[config.mk]
export PLATFORM = sky130hd
export DESIGN_NAME = go_to_goal_heading_controller_top
export DESIGN_NICKNAME = d
export VERILOG_FILES = /design/src/rtl/core/gtg_pkg.sv /design/src/rtl/core/gtg_ctrl.sv /design/src/rtl/core/gtg_datapath.sv /design/src/rtl/core/go_to_goal_heading_controller_top.sv
export SDC_FILE = /design/constraint.sdc
export NUM_CORES = 2
export LEC_CHECK = 0
export BUFFER_PORTS_ARGS = -buffer_cell sky130_fd_sc_hd__buf_2
export CAP_MARGIN = 0
export CORE_MARGIN = 1
export CORE_UTILIZATION = 60
export DETAILED_ROUTE_END_ITERATION = 6
export PLACE_DENSITY = 0.77
export SKIP_CTS_REPAIR_TIMING = 1
export SYNTH_ARGS = -nofsm -noshare
export SYNTH_HDL_FRONTEND = slang
export SYNTH_SLANG_ARGS = --single-unit
[constraint.sdc]
create_clock -name clk -period 10.71 [get_ports clk]
set_clock_uncertainty 0.2 [all_clocks]
set_input_delay 2.142 -clock clk [delete_from_list [all_inputs] [get_ports clk]]
set_output_delay 2.142 -clock clk [all_outputs]
set_load 0.02 [all_outputs]
[src/rtl/core/gtg_pkg.sv]
// ----------------------------------------------------------------------------
// gtg_pkg: shared types and constants of the go-to-goal heading controller
// Fixed-point widths, register indexes, finish reasons, the arctangent table
// and the command and status bundles between controller and datapath.
// ----------------------------------------------------------------------------
package gtg_pkg;

	localparam int XW = 34;   // CORDIC x/y width, Q6.24 plus growth
	localparam int ZW = 28;   // CORDIC angle width, units of 2^-24 rad
	localparam int DW = 20;   // distance width, signed Q6.10
	localparam int BW = 17;   // bearing width, signed Q3.13
	localparam int EW = 18;   // heading error width, signed Q3.13

	localparam logic signed [ZW-1:0] HALF_PI_Q24 = 28'sd26353589;
	localparam logic [15:0] GAIN_Q16 = 16'd39797;
	localparam int PRESHIFT = 14;
	localparam logic signed [EW-1:0] ANG_PI_Q13  = 18'sd25736;
	localparam logic signed [EW-1:0] ANG_2PI_Q13 = 18'sd51472;

	localparam logic [2:0] REG_TURN_GAIN    = 3'd0;
	localparam logic [2:0] REG_DRIVE_GAIN   = 3'd1;
	localparam logic [2:0] REG_ARRIVE_TOL   = 3'd2;
	localparam logic [2:0] REG_HEADING_TOL  = 3'd3;
	localparam logic [2:0] REG_LINEAR_LIMIT = 3'd4;
	localparam logic [2:0] REG_ANGULAR_LIM  = 3'd5;
	localparam logic [2:0] REG_TICK_LIMIT   = 3'd6;

	localparam logic [1:0] REASON_NONE    = 2'd0;
	localparam logic [1:0] REASON_ARRIVED = 2'd1;
	localparam logic [1:0] REASON_TIMEOUT = 2'd2;

	typedef struct packed {
		logic load;
		logic rotate;
		logic measure;
		logic err;
		logic cmd;
		logic publish;
	} gtg_cmd_t;

	typedef struct packed {
		logic last_step;
	} gtg_stat_t;

	function automatic logic signed [ZW-1:0] atan_q24(input logic [4:0] idx);
		logic signed [ZW-1:0] v;
		case (idx)
			5'd0:  v = 28'sd13176795;
			5'd1:  v = 28'sd7778716;
			5'd2:  v = 28'sd4110060;
			5'd3:  v = 28'sd2086331;
			5'd4:  v = 28'sd1047214;
			5'd5:  v = 28'sd524117;
			5'd6:  v = 28'sd262123;
			5'd7:  v = 28'sd131069;
			5'd8:  v = 28'sd65536;
			5'd9:  v = 28'sd32768;
			5'd10: v = 28'sd16384;
			5'd11: v = 28'sd8192;
			5'd12: v = 28'sd4096;
			5'd13: v = 28'sd2048;
			5'd14: v = 28'sd1024;
			5'd15: v = 28'sd512;
			5'd16: v = 28'sd256;
			5'd17: v = 28'sd128;
			5'd18: v = 28'sd64;
			5'd19: v = 28'sd32;
			5'd20: v = 28'sd16;
			5'd21: v = 28'sd8;
			5'd22: v = 28'sd4;
			5'd23: v = 28'sd2;
			default: v = '0;
		endcase
		return v;
	endfunction

endpackage

[src/rtl/core/gtg_ctrl.sv]
// ----------------------------------------------------------------------------
// gtg_ctrl: sequencer of the go-to-goal heading controller
// Steps one request through load, CORDIC iterations, distance, error,
// command and publish, and owns the handshake flags.
// ----------------------------------------------------------------------------
module gtg_ctrl (
	input  logic              clk,
	input  logic              arst_n,
	input  logic              in_valid,
	output logic              in_stall,
	output logic              out_valid,
	input  logic              out_stall,
	input  gtg_pkg::gtg_stat_t stat,
	output gtg_pkg::gtg_cmd_t  cmd
);
	import gtg_pkg::*;

	localparam logic [2:0] ST_IDLE = 3'd0;
	localparam logic [2:0] ST_ROT  = 3'd1;
	localparam logic [2:0] ST_DIST = 3'd2;
	localparam logic [2:0] ST_ERR  = 3'd3;
	localparam logic [2:0] ST_CMD  = 3'd4;
	localparam logic [2:0] ST_DONE = 3'd5;

	logic [2:0] state_q;
	logic [2:0] state_d;
	logic       out_valid_q;
	logic       out_free;

	assign in_stall  = (state_q != ST_IDLE);
	assign out_valid = out_valid_q;
	assign out_free  = !out_valid_q || !out_stall;

	always_comb begin
		cmd         = '0;
		state_d     = state_q;
		case (state_q)
			ST_IDLE: begin
				if (in_valid) begin
					cmd.load = 1'b1;
					state_d  = ST_ROT;
				end
			end
			ST_ROT: begin
				cmd.rotate = 1'b1;
				if (stat.last_step) begin
					state_d = ST_DIST;
				end
			end
			ST_DIST: begin
				cmd.measure = 1'b1;
				state_d     = ST_ERR;
			end
			ST_ERR: begin
				cmd.err = 1'b1;
				state_d = ST_CMD;
			end
			ST_CMD: begin
				cmd.cmd = 1'b1;
				state_d = ST_DONE;
			end
			ST_DONE: begin
				if (out_free) begin
					cmd.publish = 1'b1;
					state_d     = ST_IDLE;
				end
			end
			default: state_d = ST_IDLE;
		endcase
	end

	always_ff @(posedge clk or negedge arst_n) begin
		if (!arst_n) begin
			state_q     <= ST_IDLE;
			out_valid_q <= 1'b0;
		end else begin
			state_q <= state_d;
			if (cmd.publish) begin
				out_valid_q <= 1'b1;
			end else if (!out_stall) begin
				out_valid_q <= 1'b0;
			end
		end
	end

endmodule

[src/rtl/core/gtg_datapath.sv]
// ----------------------------------------------------------------------------
// gtg_datapath: arithmetic and state of the go-to-goal heading controller
// Holds the configuration, the serial vectoring CORDIC, the heading error
// wrap, the proportional commands with saturation and the move state.
// ----------------------------------------------------------------------------
module gtg_datapath #(
	parameter int CORDIC_STEPS = 16
) (
	input  logic               clk,
	input  logic               arst_n,
	input  logic               cfg_write,
	input  logic [2:0]         cfg_index,
	input  logic [15:0]        cfg_data,
	input  logic signed [15:0] target_x,
	input  logic signed [15:0] target_y,
	input  logic signed [15:0] pose_x,
	input  logic signed [15:0] pose_y,
	input  logic signed [15:0] pose_heading,
	input  logic               new_target,
	input  gtg_pkg::gtg_cmd_t  cmd,
	output gtg_pkg::gtg_stat_t stat,
	output logic [14:0]        linear_cmd,
	output logic signed [15:0] angular_cmd,
	output logic               finished,
	output logic [1:0]         finish_reason
);
	import gtg_pkg::*;

	localparam int SW = (CORDIC_STEPS > 1) ? $clog2(CORDIC_STEPS) : 1;

	// Configuration registers.
	logic [15:0] turn_gain_q, drive_gain_q, tick_limit_q;
	logic [14:0] arrive_tol_q, heading_tol_q, linear_limit_q, angular_limit_q;

	always_ff @(posedge clk or negedge arst_n) begin
		if (!arst_n) begin
			turn_gain_q     <= 16'd2048;
			drive_gain_q    <= 16'd3277;
			arrive_tol_q    <= 15'd102;
			heading_tol_q   <= 15'd819;
			linear_limit_q  <= 15'd1024;
			angular_limit_q <= 15'd8192;
			tick_limit_q    <= 16'd300;
		end else if (cfg_write) begin
			case (cfg_index)
				REG_TURN_GAIN:    turn_gain_q     <= cfg_data;
				REG_DRIVE_GAIN:   drive_gain_q    <= cfg_data;
				REG_ARRIVE_TOL:   arrive_tol_q    <= cfg_data[14:0];
				REG_HEADING_TOL:  heading_tol_q   <= cfg_data[14:0];
				REG_LINEAR_LIMIT: linear_limit_q  <= cfg_data[14:0];
				REG_ANGULAR_LIM:  angular_limit_q <= cfg_data[14:0];
				REG_TICK_LIMIT:   tick_limit_q    <= cfg_data;
				default: ;
			endcase
		end
	end

	// Load and pre-rotation into the right half plane.
	logic signed [16:0] dx, dy;
	logic signed [XW-1:0] x0, y0;
	assign dx = 17'(target_x) - 17'(pose_x);
	assign dy = 17'(target_y) - 17'(pose_y);
	assign x0 = XW'(dx) <<< PRESHIFT;
	assign y0 = XW'(dy) <<< PRESHIFT;

	logic signed [XW-1:0] x_q, y_q;
	logic signed [ZW-1:0] z_q;
	logic [SW-1:0]        step_q;
	logic                 zero_q;
	logic signed [15:0]   hd_q;

	logic signed [XW-1:0] xs, ys;
	logic signed [ZW-1:0] at;
	assign xs = x_q >>> step_q;
	assign ys = y_q >>> step_q;
	assign at = atan_q24(5'(step_q));
	assign stat.last_step = (step_q == SW'(CORDIC_STEPS - 1));

	always_ff @(posedge clk) begin
		if (cmd.load) begin
			step_q <= '0;
			zero_q <= (dx == 17'sd0) && (dy == 17'sd0);
			hd_q   <= pose_heading;
			if (dx < 0) begin
				if (dy >= 0) begin
					x_q <= y0;
					y_q <= -x0;
					z_q <= HALF_PI_Q24;
				end else begin
					x_q <= -y0;
					y_q <= x0;
					z_q <= -HALF_PI_Q24;
				end
			end else begin
				x_q <= x0;
				y_q <= y0;
				z_q <= '0;
			end
		end else if (cmd.rotate) begin
			step_q <= step_q + 1'b1;
			if (y_q >= 0) begin
				x_q <= x_q + ys;
				y_q <= y_q - xs;
				z_q <= z_q + at;
			end else begin
				x_q <= x_q - ys;
				y_q <= y_q + xs;
				z_q <= z_q - at;
			end
		end
	end

	// Distance scaling and bearing rounding.
	logic signed [XW+16:0] dist_prod;
	logic signed [ZW-1:0]  z_rnd;
	logic signed [DW-1:0]  dist_q;
	logic signed [BW-1:0]  bear_q;
	assign dist_prod = x_q * $signed({1'b0, GAIN_Q16});
	assign z_rnd     = z_q + ZW'(1024);

	always_ff @(posedge clk) begin
		if (cmd.measure) begin
			if (zero_q) begin
				dist_q <= '0;
				bear_q <= '0;
			end else begin
				dist_q <= DW'((dist_prod + (XW+17)'(64'd1 << 29)) >>> 30);
				bear_q <= BW'(z_rnd >>> 11);
			end
		end
	end

	// Heading error wrapped into plus or minus pi.
	logic signed [EW-1:0] err_raw, err_wrap, err_abs, err_q;
	logic                 turn_q;
	always_comb begin
		err_raw = EW'(bear_q) - EW'(hd_q);
		if (err_raw > ANG_PI_Q13) begin
			err_wrap = err_raw - ANG_2PI_Q13;
		end else if (err_raw < -ANG_PI_Q13) begin
			err_wrap = err_raw + ANG_2PI_Q13;
		end else begin
			err_wrap = err_raw;
		end
		err_abs = (err_wrap < 0) ? -err_wrap : err_wrap;
	end

	always_ff @(posedge clk) begin
		if (cmd.err) begin
			err_q  <= err_wrap;
			turn_q <= err_abs > $signed({3'b000, heading_tol_q});
		end
	end

	// Proportional commands with saturation.
	logic signed [34:0] ang_prod, ang_shift, ang_lim;
	logic signed [36:0] lin_prod, lin_shift, lin_lim;
	logic signed [15:0] ang_sat;
	logic [14:0]        lin_sat;
	always_comb begin
		ang_prod  = $signed({1'b0, turn_gain_q}) * err_q;
		ang_shift = (ang_prod + 35'sd2048) >>> 12;
		ang_lim   = $signed({20'd0, angular_limit_q});
		if (ang_shift > ang_lim) begin
			ang_sat = 16'(ang_lim);
		end else if (ang_shift < -ang_lim) begin
			ang_sat = 16'(-ang_lim);
		end else begin
			ang_sat = 16'(ang_shift);
		end
		lin_prod  = $signed({1'b0, drive_gain_q}) * dist_q;
		lin_shift = (lin_prod + 37'sd2048) >>> 12;
		lin_lim   = $signed({22'd0, linear_limit_q});
		lin_sat   = (lin_shift > lin_lim) ? linear_limit_q : 15'(lin_shift);
	end

	// Move state and result registers.
	logic [15:0]        tick_q;
	logic               over_q;
	logic [14:0]        lin_q;
	logic signed [15:0] ang_q;
	logic               fin_q;
	logic [1:0]         reason_q;

	always_ff @(posedge clk or negedge arst_n) begin
		if (!arst_n) begin
			tick_q <= '0;
			over_q <= 1'b0;
		end else if (cmd.load && new_target) begin
			tick_q <= '0;
			over_q <= 1'b0;
		end else if (cmd.cmd && !over_q) begin
			if (tick_q >= tick_limit_q) begin
				over_q <= 1'b1;
			end else if (dist_q < $signed({5'd0, arrive_tol_q})) begin
				over_q <= 1'b1;
			end else if (tick_q != 16'hFFFF) begin
				tick_q <= tick_q + 16'd1;
			end
		end
	end

	always_ff @(posedge clk) begin
		if (cmd.cmd) begin
			lin_q    <= '0;
			ang_q    <= '0;
			fin_q    <= 1'b0;
			reason_q <= REASON_NONE;
			if (!over_q) begin
				if (tick_q >= tick_limit_q) begin
					fin_q    <= 1'b1;
					reason_q <= REASON_TIMEOUT;
				end else if (dist_q < $signed({5'd0, arrive_tol_q})) begin
					fin_q    <= 1'b1;
					reason_q <= REASON_ARRIVED;
				end else if (turn_q) begin
					ang_q <= ang_sat;
				end else begin
					lin_q <= lin_sat;
				end
			end
		end
		if (cmd.publish) begin
			linear_cmd    <= lin_q;
			angular_cmd   <= ang_q;
			finished      <= fin_q;
			finish_reason <= reason_q;
		end
	end

endmodule

[src/rtl/core/go_to_goal_heading_controller_top.sv]
// ----------------------------------------------------------------------------
// go_to_goal_heading_controller_top: proportional go-to-goal controller
// Takes a target point and a measured pose each control tick and returns a
// saturated forward speed and turn rate, or a zero command with a reason.
// ----------------------------------------------------------------------------
//
//   Channel  Direction  Handshake            Contents
//   in       sink       in_valid / in_stall  target, pose, heading, new_target
//   out      source     out_valid/out_stall  linear/angular command, finish
//   cfg      sink       cfg_write            cfg_index, cfg_data (7 registers)
//
// A request passes from acceptance through the load, the serial CORDIC,
// which runs one micro-rotation per cycle on a single shift-add unit, and
// the distance, error and command steps to the publish. No new request is
// taken before then; the next one is accepted in the cycle after the publish.
// Reset clears the sequencer, the output valid flag, the tick counter and
// the move-over flag, and loads the configuration defaults.
// A finished result waits in the output register while the next request is
// accepted and computed; only the final publish waits for the output side.
module go_to_goal_heading_controller_top #(
	parameter int CORDIC_STEPS = 16
) (
	input  logic               clk,
	input  logic               arst_n,
	input  logic               cfg_write,
	input  logic [2:0]         cfg_index,
	input  logic [15:0]        cfg_data,
	input  logic               in_valid,
	output logic               in_stall,
	input  logic signed [15:0] target_x,
	input  logic signed [15:0] target_y,
	input  logic signed [15:0] pose_x,
	input  logic signed [15:0] pose_y,
	input  logic signed [15:0] pose_heading,
	input  logic               new_target,
	output logic               out_valid,
	input  logic               out_stall,
	output logic [14:0]        linear_cmd,
	output logic signed [15:0] angular_cmd,
	output logic               finished,
	output logic [1:0]         finish_reason
);
	import gtg_pkg::*;

	// Command bundle from the sequencer and status back from the datapath.
	gtg_cmd_t  cmd;
	gtg_stat_t stat;

	gtg_ctrl u_ctrl (
		.clk       (clk),
		.arst_n    (arst_n),
		.in_valid  (in_valid),
		.in_stall  (in_stall),
		.out_valid (out_valid),
		.out_stall (out_stall),
		.stat      (stat),
		.cmd       (cmd)
	);

	// The datapath also owns the configuration registers and move state.
	gtg_datapath #(
		.CORDIC_STEPS (CORDIC_STEPS)
	) u_datapath (
		.clk           (clk),
		.arst_n        (arst_n),
		.cfg_write     (cfg_write),
		.cfg_index     (cfg_index),
		.cfg_data      (cfg_data),
		.target_x      (target_x),
		.target_y      (target_y),
		.pose_x        (pose_x),
		.pose_y        (pose_y),
		.pose_heading  (pose_heading),
		.new_target    (new_target),
		.cmd           (cmd),
		.stat          (stat),
		.linear_cmd    (linear_cmd),
		.angular_cmd   (angular_cmd),
		.finished      (finished),
		.finish_reason (finish_reason)
	);

	// An accepted request blocks the input until its result is published.
	a_busy_after_accept: assert property (@(posedge clk) disable iff (!arst_n)
		(in_valid && !in_stall) |=> in_stall)
		else $error("input not stalled after accepting a request");

	// A finishing tick always carries a zero command.
	a_finish_zero: assert property (@(posedge clk) disable iff (!arst_n)
		(out_valid && finished) |-> (linear_cmd == 15'd0 && angular_cmd == 16'sd0))
		else $error("nonzero command on a finishing tick");

	// The finish flag and the reason code agree.
	a_reason_match: assert property (@(posedge clk) disable iff (!arst_n)
		out_valid |-> (finished == (finish_reason != REASON_NONE)))
		else $error("finish flag and reason disagree");

endmodule

==> Yosys cells after proc, flatten, opt, wreduce, memory -nomap -nowiden <==
Memory sizes are Yosys's and may differ from the RTL's. A register that Yosys moved wholly into a read port is not among the register bits.
Cells that the tools add are included.
{ "totals": {"ram_bits": 0, "latchBits": 0, "out_inout_bits": 36, "rom_bits": 384, "mem_count": 1, "wordCells": 170, "input_bits": 105, "register_bits": 370} }
{ "mem_list": {"columns": ["memory", "words", "width", "read_ports", "rd_ports_with_merged_regs", "wr", "line", "text"], "rows": [
  ["(name not given)", 16, 24, 1, 1, 0, "gtg_pkg.sv:47", "case (idx)"]
]} }
{ "classes": {"n_reduce_logical": 30, "addsub": 21, "n_mux": 50, "n_div": 0, "shifts": 2, "eq_ne": 19, "n_bitwise": 1, "n_lt_le_gt_ge": 12, "mul": 3} }
{ "op_table": {"columns": ["operator", "n"], "rows": [
  ["two-way mux 34 bit", 10],
  ["two-way mux 28 bit", 5],
  ["two-way mux 16 bit", 6],
  ["adder 34 bit", 2],
  ["negator 31 -> 34 bit", 2],
  [">>> shifter 34 x 4 -> 34 bit", 2],
  ["subtractor 34 bit", 2],
  ["two-way mux 18 bit", 3],
  ["adder 50 x 30 -> 50 bit (second input constant)", 1],
  ["multiplier 34 x 17 -> 50 bit (second input constant)", 1],
  ["adder 37 x 13 -> 37 bit (second input constant)", 1],
  ["multiplier 17 x 20 -> 37 bit", 1],
  ["adder 35 x 13 -> 35 bit (second input constant)", 1],
  ["less-than comparator 23 x 35 -> 1 bit", 1],
  ["multiplier 17 x 18 -> 35 bit", 1],
  ["negator 15 -> 35 bit", 1],
  ["greater-or-equal comparator 34 x 1 -> 1 bit (second input constant)", 1],
  ["logical NOT 17 bit", 2],
  ["subtractor 16 x 16 -> 17 bit", 2],
  ["two-way mux 15 bit", 2],
  ["adder 28 x 12 -> 28 bit (second input constant)", 1],
  ["adder 28 bit", 1],
  ["subtractor 28 bit", 1],
  ["> comparator 25 x 16 -> 1 bit", 1],
  ["other kinds (40)", 87]
]} }

==> Logic depth before layout (Yosys ltp) <==
{ "logic_depth": {"depth_word": 7, "ltp_mapped": 41, "mapped_depth_nobuf": 38} }

==> Modules after synthesis <==
Synthesis repeated with hierarchy kept, for this count alone.
{ "hier_totals": {"hier_cells": 6909, "area_unflattened_um2": 64102.7} }
{ "by_module_without_submodules": {"columns": ["module", "area_per_inst_um2", "cells_per_inst", "seq_area_each_um2", "instances"], "rows": [
  ["gtg_datapath", 63858.7, 6881, 10815.4, 1],
  ["gtg_ctrl", 244.0, 28, 100.1, 1]
]} }

==> Least setup slack after synthesis <==
No wires, ideal clock.
{ "synth_path": {"path_type": "register to register", "from": "register u_datapath.turn_gain_q[10]", "to": "register u_datapath.ang_q[14], data pin", "required_time_ns": 10.246, "path_stages_with_launch": 34, "setup_slack_ns": 1.593, "setup_ns": 0.264, "arrival_time_ns": 8.653, "period_less_slack_ns": 9.117, "n_path_buf": 3, "cell_sequence": "dfrtp_1 > clkbuf_1 > buf_1 > nand2_1 > fa_1 > inv_1 > fa_1 > fa_1 > fa_1 > fa_1 > inv_1 > fa_1 > inv_1 > ha_1 > a21o_1 > a21o_1 > a21o_1 > a221oi_1 > a21boi_1 > a21oi_1 > o41ai_2 > o21ai_0 > a21oi_1 > xnor2_1 > inv_1 > ha_1 > or4_1 > a21oi_1 > a221oi_1 > o2111a_1 > nor2_1 > clkbuf_1 > mux2i_1 > o21ai_0"} }
{ "synth_via": {"elab_chain_len": 5, "elab_cells_between_ends": 6, "cone_classes": "add/sub (1); mul (1); order compare (2); mux (2)"} }
{ "synth_lines": {"columns": ["item", "line", "text"], "rows": [
  ["start: declaration", "gtg_datapath.sv:32", "logic [15:0] turn_gain_q, drive_gain_q, tick_limit_q;"],
  ["start signal: assignment", "gtg_datapath.sv:46", "REG_TURN_GAIN: turn_gain_q <= cfg_data;"],
  ["multiplier 17 x 18 -> 35 bit *", "gtg_datapath.sv:161", "ang_prod = $signed({1'b0, turn_gain_q}) * err_q;"],
  ["adder 35 x 13 -> 35 bit *", "gtg_datapath.sv:162", "ang_shift = (ang_prod + 35'sd2048) >>> 12;"],
  ["less-than comparator 23 x 35 -> 1 bit", "gtg_datapath.sv:166", "end else if (ang_shift < -ang_lim) begin"],
  ["two-way mux 16 bit", "gtg_datapath.sv:166", null],
  ["two-way mux 15 bit *", "gtg_datapath.sv:164", "if (ang_shift > ang_lim) begin"],
  ["end signal: assignment", "gtg_datapath.sv:217", "ang_q <= ang_sat;"],
  ["end: declaration", "gtg_datapath.sv:181", "logic signed [15:0] ang_q;"]
]} }
Mark *: on every way between the ends. The rest lies on a longest branch, timed or not.
A chain may end at the register's enable or synchronous reset.

==> Worst setup path in the final report <==
{ "layout_path": {"from": "register u_datapath.err_q[17]", "to": "register u_datapath.ang_q[4], data pin"} }
{ "layout_via": {"elab_chain_len": 5, "elab_cells_between_ends": 6, "cone_classes": "add/sub (1); mul (1); order compare (2); mux (2)"} }
{ "layout_lines": {"columns": ["item", "line", "text"], "rows": [
  ["start: declaration", "gtg_datapath.sv:134", "logic signed [EW-1:0] err_raw, err_wrap, err_abs, err_q;"],
  ["start signal: assignment", "gtg_datapath.sv:150", "err_q <= err_wrap;"],
  ["multiplier 17 x 18 -> 35 bit *", "gtg_datapath.sv:161", null],
  ["adder 35 x 13 -> 35 bit *", "gtg_datapath.sv:162", null],
  ["less-than comparator 23 x 35 -> 1 bit", "gtg_datapath.sv:166", null],
  ["two-way mux 16 bit", "gtg_datapath.sv:166", null],
  ["two-way mux 15 bit *", "gtg_datapath.sv:164", null]
]} }
Marks and branches as above.

==> run metrics <==
total nets after synthesis=8599; 1st-iter DRT viols=3104; critical path data required time=between 10000 and 15000 ps; Remaining DRCs=6; vias in the first global route=around 50000; slowest stage delay, CP=~630 ps; max cap viols=0; Setup crit end kind=flop; most frequent cells in the layout=inv_1 (1446), fa_1 (884), ha_1 (683); Synth Cell Area=64560 sq um; outcome=finished with violations; worst r2r src=u_datapath.err_q[17]; Routed WL per cell=18.78 um; Hold Crit Depth=0; Std-Cell Rows=119; Final nets=8605; EDFF count, synth=between 200 and 250; clock root buffer master=clkbuf_16; slowest CP cell=edfxtp_1; die area=108900 sq um; Worst Hold Class=flop to flop; minimum clock period=10170 ps; CTS clk-pin slew, worst paths=70 ps; Slew HR=20.11%; htree depth=2; HPWL Detailed=124900 um; CP Depth=32; # IOs=141; Vias=48214; mean post-synth cell area=9.319 sq um; post-synthesis sequential area ratio=16.91%; worst-skew pair later-pin latency=630 ps; IO buf count=140; Reg2Reg Depth=32; Placed Area=66510 sq um; failing checks=design-rule violations; Post-Syn Instances=6927; worst hold endpoint=u_datapath.linear_cmd[0]; Initial Util=between 60% and 70%; most common flop cell mapped by yosys=edfxtp_1; Fmax=98.28 MHz; drt total wl=around 160000 um; core footprint=106000 sq um; post-route ant nets=0; Max Root-Sink Buffers=3; number of library cell types mapped by synthesis=102; GPL Wtd Cong=0.9289; hold_ws=217.9 ps; CP bufs+invs=7; RR Endpoint=u_datapath.ang_q[4]; initial antenna violation count=2; Via density=~5.8; CP Max Fanout=17; clk sinks=393; Ys Warns=0; synthesized flop and latch total=393; Finish-stage setup viols=0; share of layout cells above drive strength 1=7.430%; cell area after layout=68110 sq um; Slew Limit Fails=0; first-pass GRT wire length=257700 um; ranking of synthesized cells by area=fa_1 (27%), ha_1 (13%), edfxtp_1 (11%), inv_1 (8.4%), dfrtp_1 (4.1%); Global Route Usage Sum=29.75%; Die W=around 330 um; RSZ-0062 raised after global routing=false; fin crit share=95.00%; r2r setup slk=between 500 and 600 ps; GRT Residual Overflow=0; Hold Vio Cnt, Final=0; startpoint type of the worst setup path=flop; largest net degree at the start of global routing=98; final setup TNS=0 ps; Worst EP arrival=just over 10000 ps; FILL cells=between 8000 and 9000; most common cell after layout, fill and taps aside=inv_1; Worst-Margin Slew=1196 ps; asr flop ratio synth=32.82%; crit path kind=flop to flop; Layout area overhead=5.499%; Top delay family on crit path=adder cells; Synth top area share=around 27%; total CTS buffers=48; DR pass1 iterations=7; Chip Height=around 330 um; CTS tree=yes; Worst Hold Launch=u_datapath.lin_q[0]; Yosys top cell by area=fa_1
==> final cells by class <==
cell class	count	area, sq um	share of cell area, %
Antenna cell	2	5.005	0.007349
Clock buffer	62	1351	1.984
Clock inverter	27	239.0	0.3509
Inverter	1449	5441	7.990
Multi-Input combinational cell	4860	47390	69.58
Sequential cell	393	10930	16.04
Tap cell	1391	1740	2.555
Timing Repair Buffer	181	1015	1.490
==> cell families after synthesis <==
family | synth area share [%]
and+or+nand+nor | 13.47
muxes | 4.780
DFF | 16.91
xor gates and xnor gates | 4.518
AOI/OAI and AO/OA | 9.891
buffers and inverters | 9.778
adders and majority gates | 40.65
==> how the worst max path moves through the flow <==
| stage | slack, ps | endpoint | from |
|---|---|---|---|
| floorplan | 1590 | u_datapath.ang_q[14] | u_datapath.turn_gain_q[10] |
| global placement | 910 | u_datapath.ang_q[4] | u_datapath.err_q[17] |
| detailed placement | 630 | u_datapath.ang_q[4] | u_datapath.err_q[17] |
| CTS | 580 | u_datapath.ang_q[4] | u_datapath.err_q[17] |
| global route | 6 | u_datapath.ang_q[4] | u_datapath.err_q[17] |
| finish | 540 | u_datapath.ang_q[4] | u_datapath.err_q[17] |
==> registers in the layout, summed over array words and instances (netlist names), 15 cells and up <==
name / cells
u_datapath.x_q: 34
u_datapath.z_q: 28
u_datapath.tick_limit_q: 16
u_datapath.angular_limit_q: 15
u_datapath.lin_q: 15
u_datapath.linear_limit_q: 15
u_datapath.heading_tol_q: 15
u_datapath.tick_q: 16
u_datapath.arrive_tol_q: 15
u_datapath.turn_gain_q: 16
u_datapath.y_q: 34
u_datapath.drive_gain_q: 16
u_datapath.at: 23
u_datapath.linear_cmd: 15
u_datapath.bear_q: 17
u_datapath.hd_q: 16
u_datapath.angular_cmd: 16
u_datapath.err_q: 18
u_datapath.dist_q: 20
u_datapath.ang_q: 16
==> through the flow <==
step	util (%)	setup WS [ps]	cells
6_report	64.24	535.3	8365
5_1_grt	64.24	6.430	8363
4_1_cts	64.24	578.8	8363
3_5_place_dp	62.74	625.6	8274
3_3_place_gp	62.74	907.9	8274
2_1_floorplan	-	1593	6927
==> Yosys cell counts (all sizes together) (9+ instances only) <==
library cell / number
dfstp: 24
o22ai: 17
dfrtp: 105
edfxtp: 237
o41ai: 10
nand4: 36
fa: 884
a21boi: 10
and2: 388
dfxtp: 27
nor2b: 54
mux4: 60
nor3: 95
a21oi: 232
buf: 34
a21o: 89
xnor2: 232
and3: 39
o211ai: 40
nor4: 18
o21a: 66
or4: 13
inv: 1449
a211oi: 35
ha: 683
nand2: 561
o31ai: 31
or2: 16
o21bai: 11
mux2: 106
nand3: 76
nor3b: 9
a221oi: 12
mux2i: 54
a31o: 9
clkbuf: 191
nand2b: 56
nor2: 308
or3: 52
o21ai: 301
a31oi: 33
xor2: 101
==> per-layer routing <==
metal	vias to the layer above	track usage, %	routed length, um
met5	-	0	27
met4	4	11.27	6314
met3	365	4.000	9771
met2	1611	50.40	74800
met1	23862	38.88	66200
li1	22372	-	-
Power is left out: the tool's default activity adds up to more than one toggle a clock period on the data nets, which glitch-free logic cannot reach.
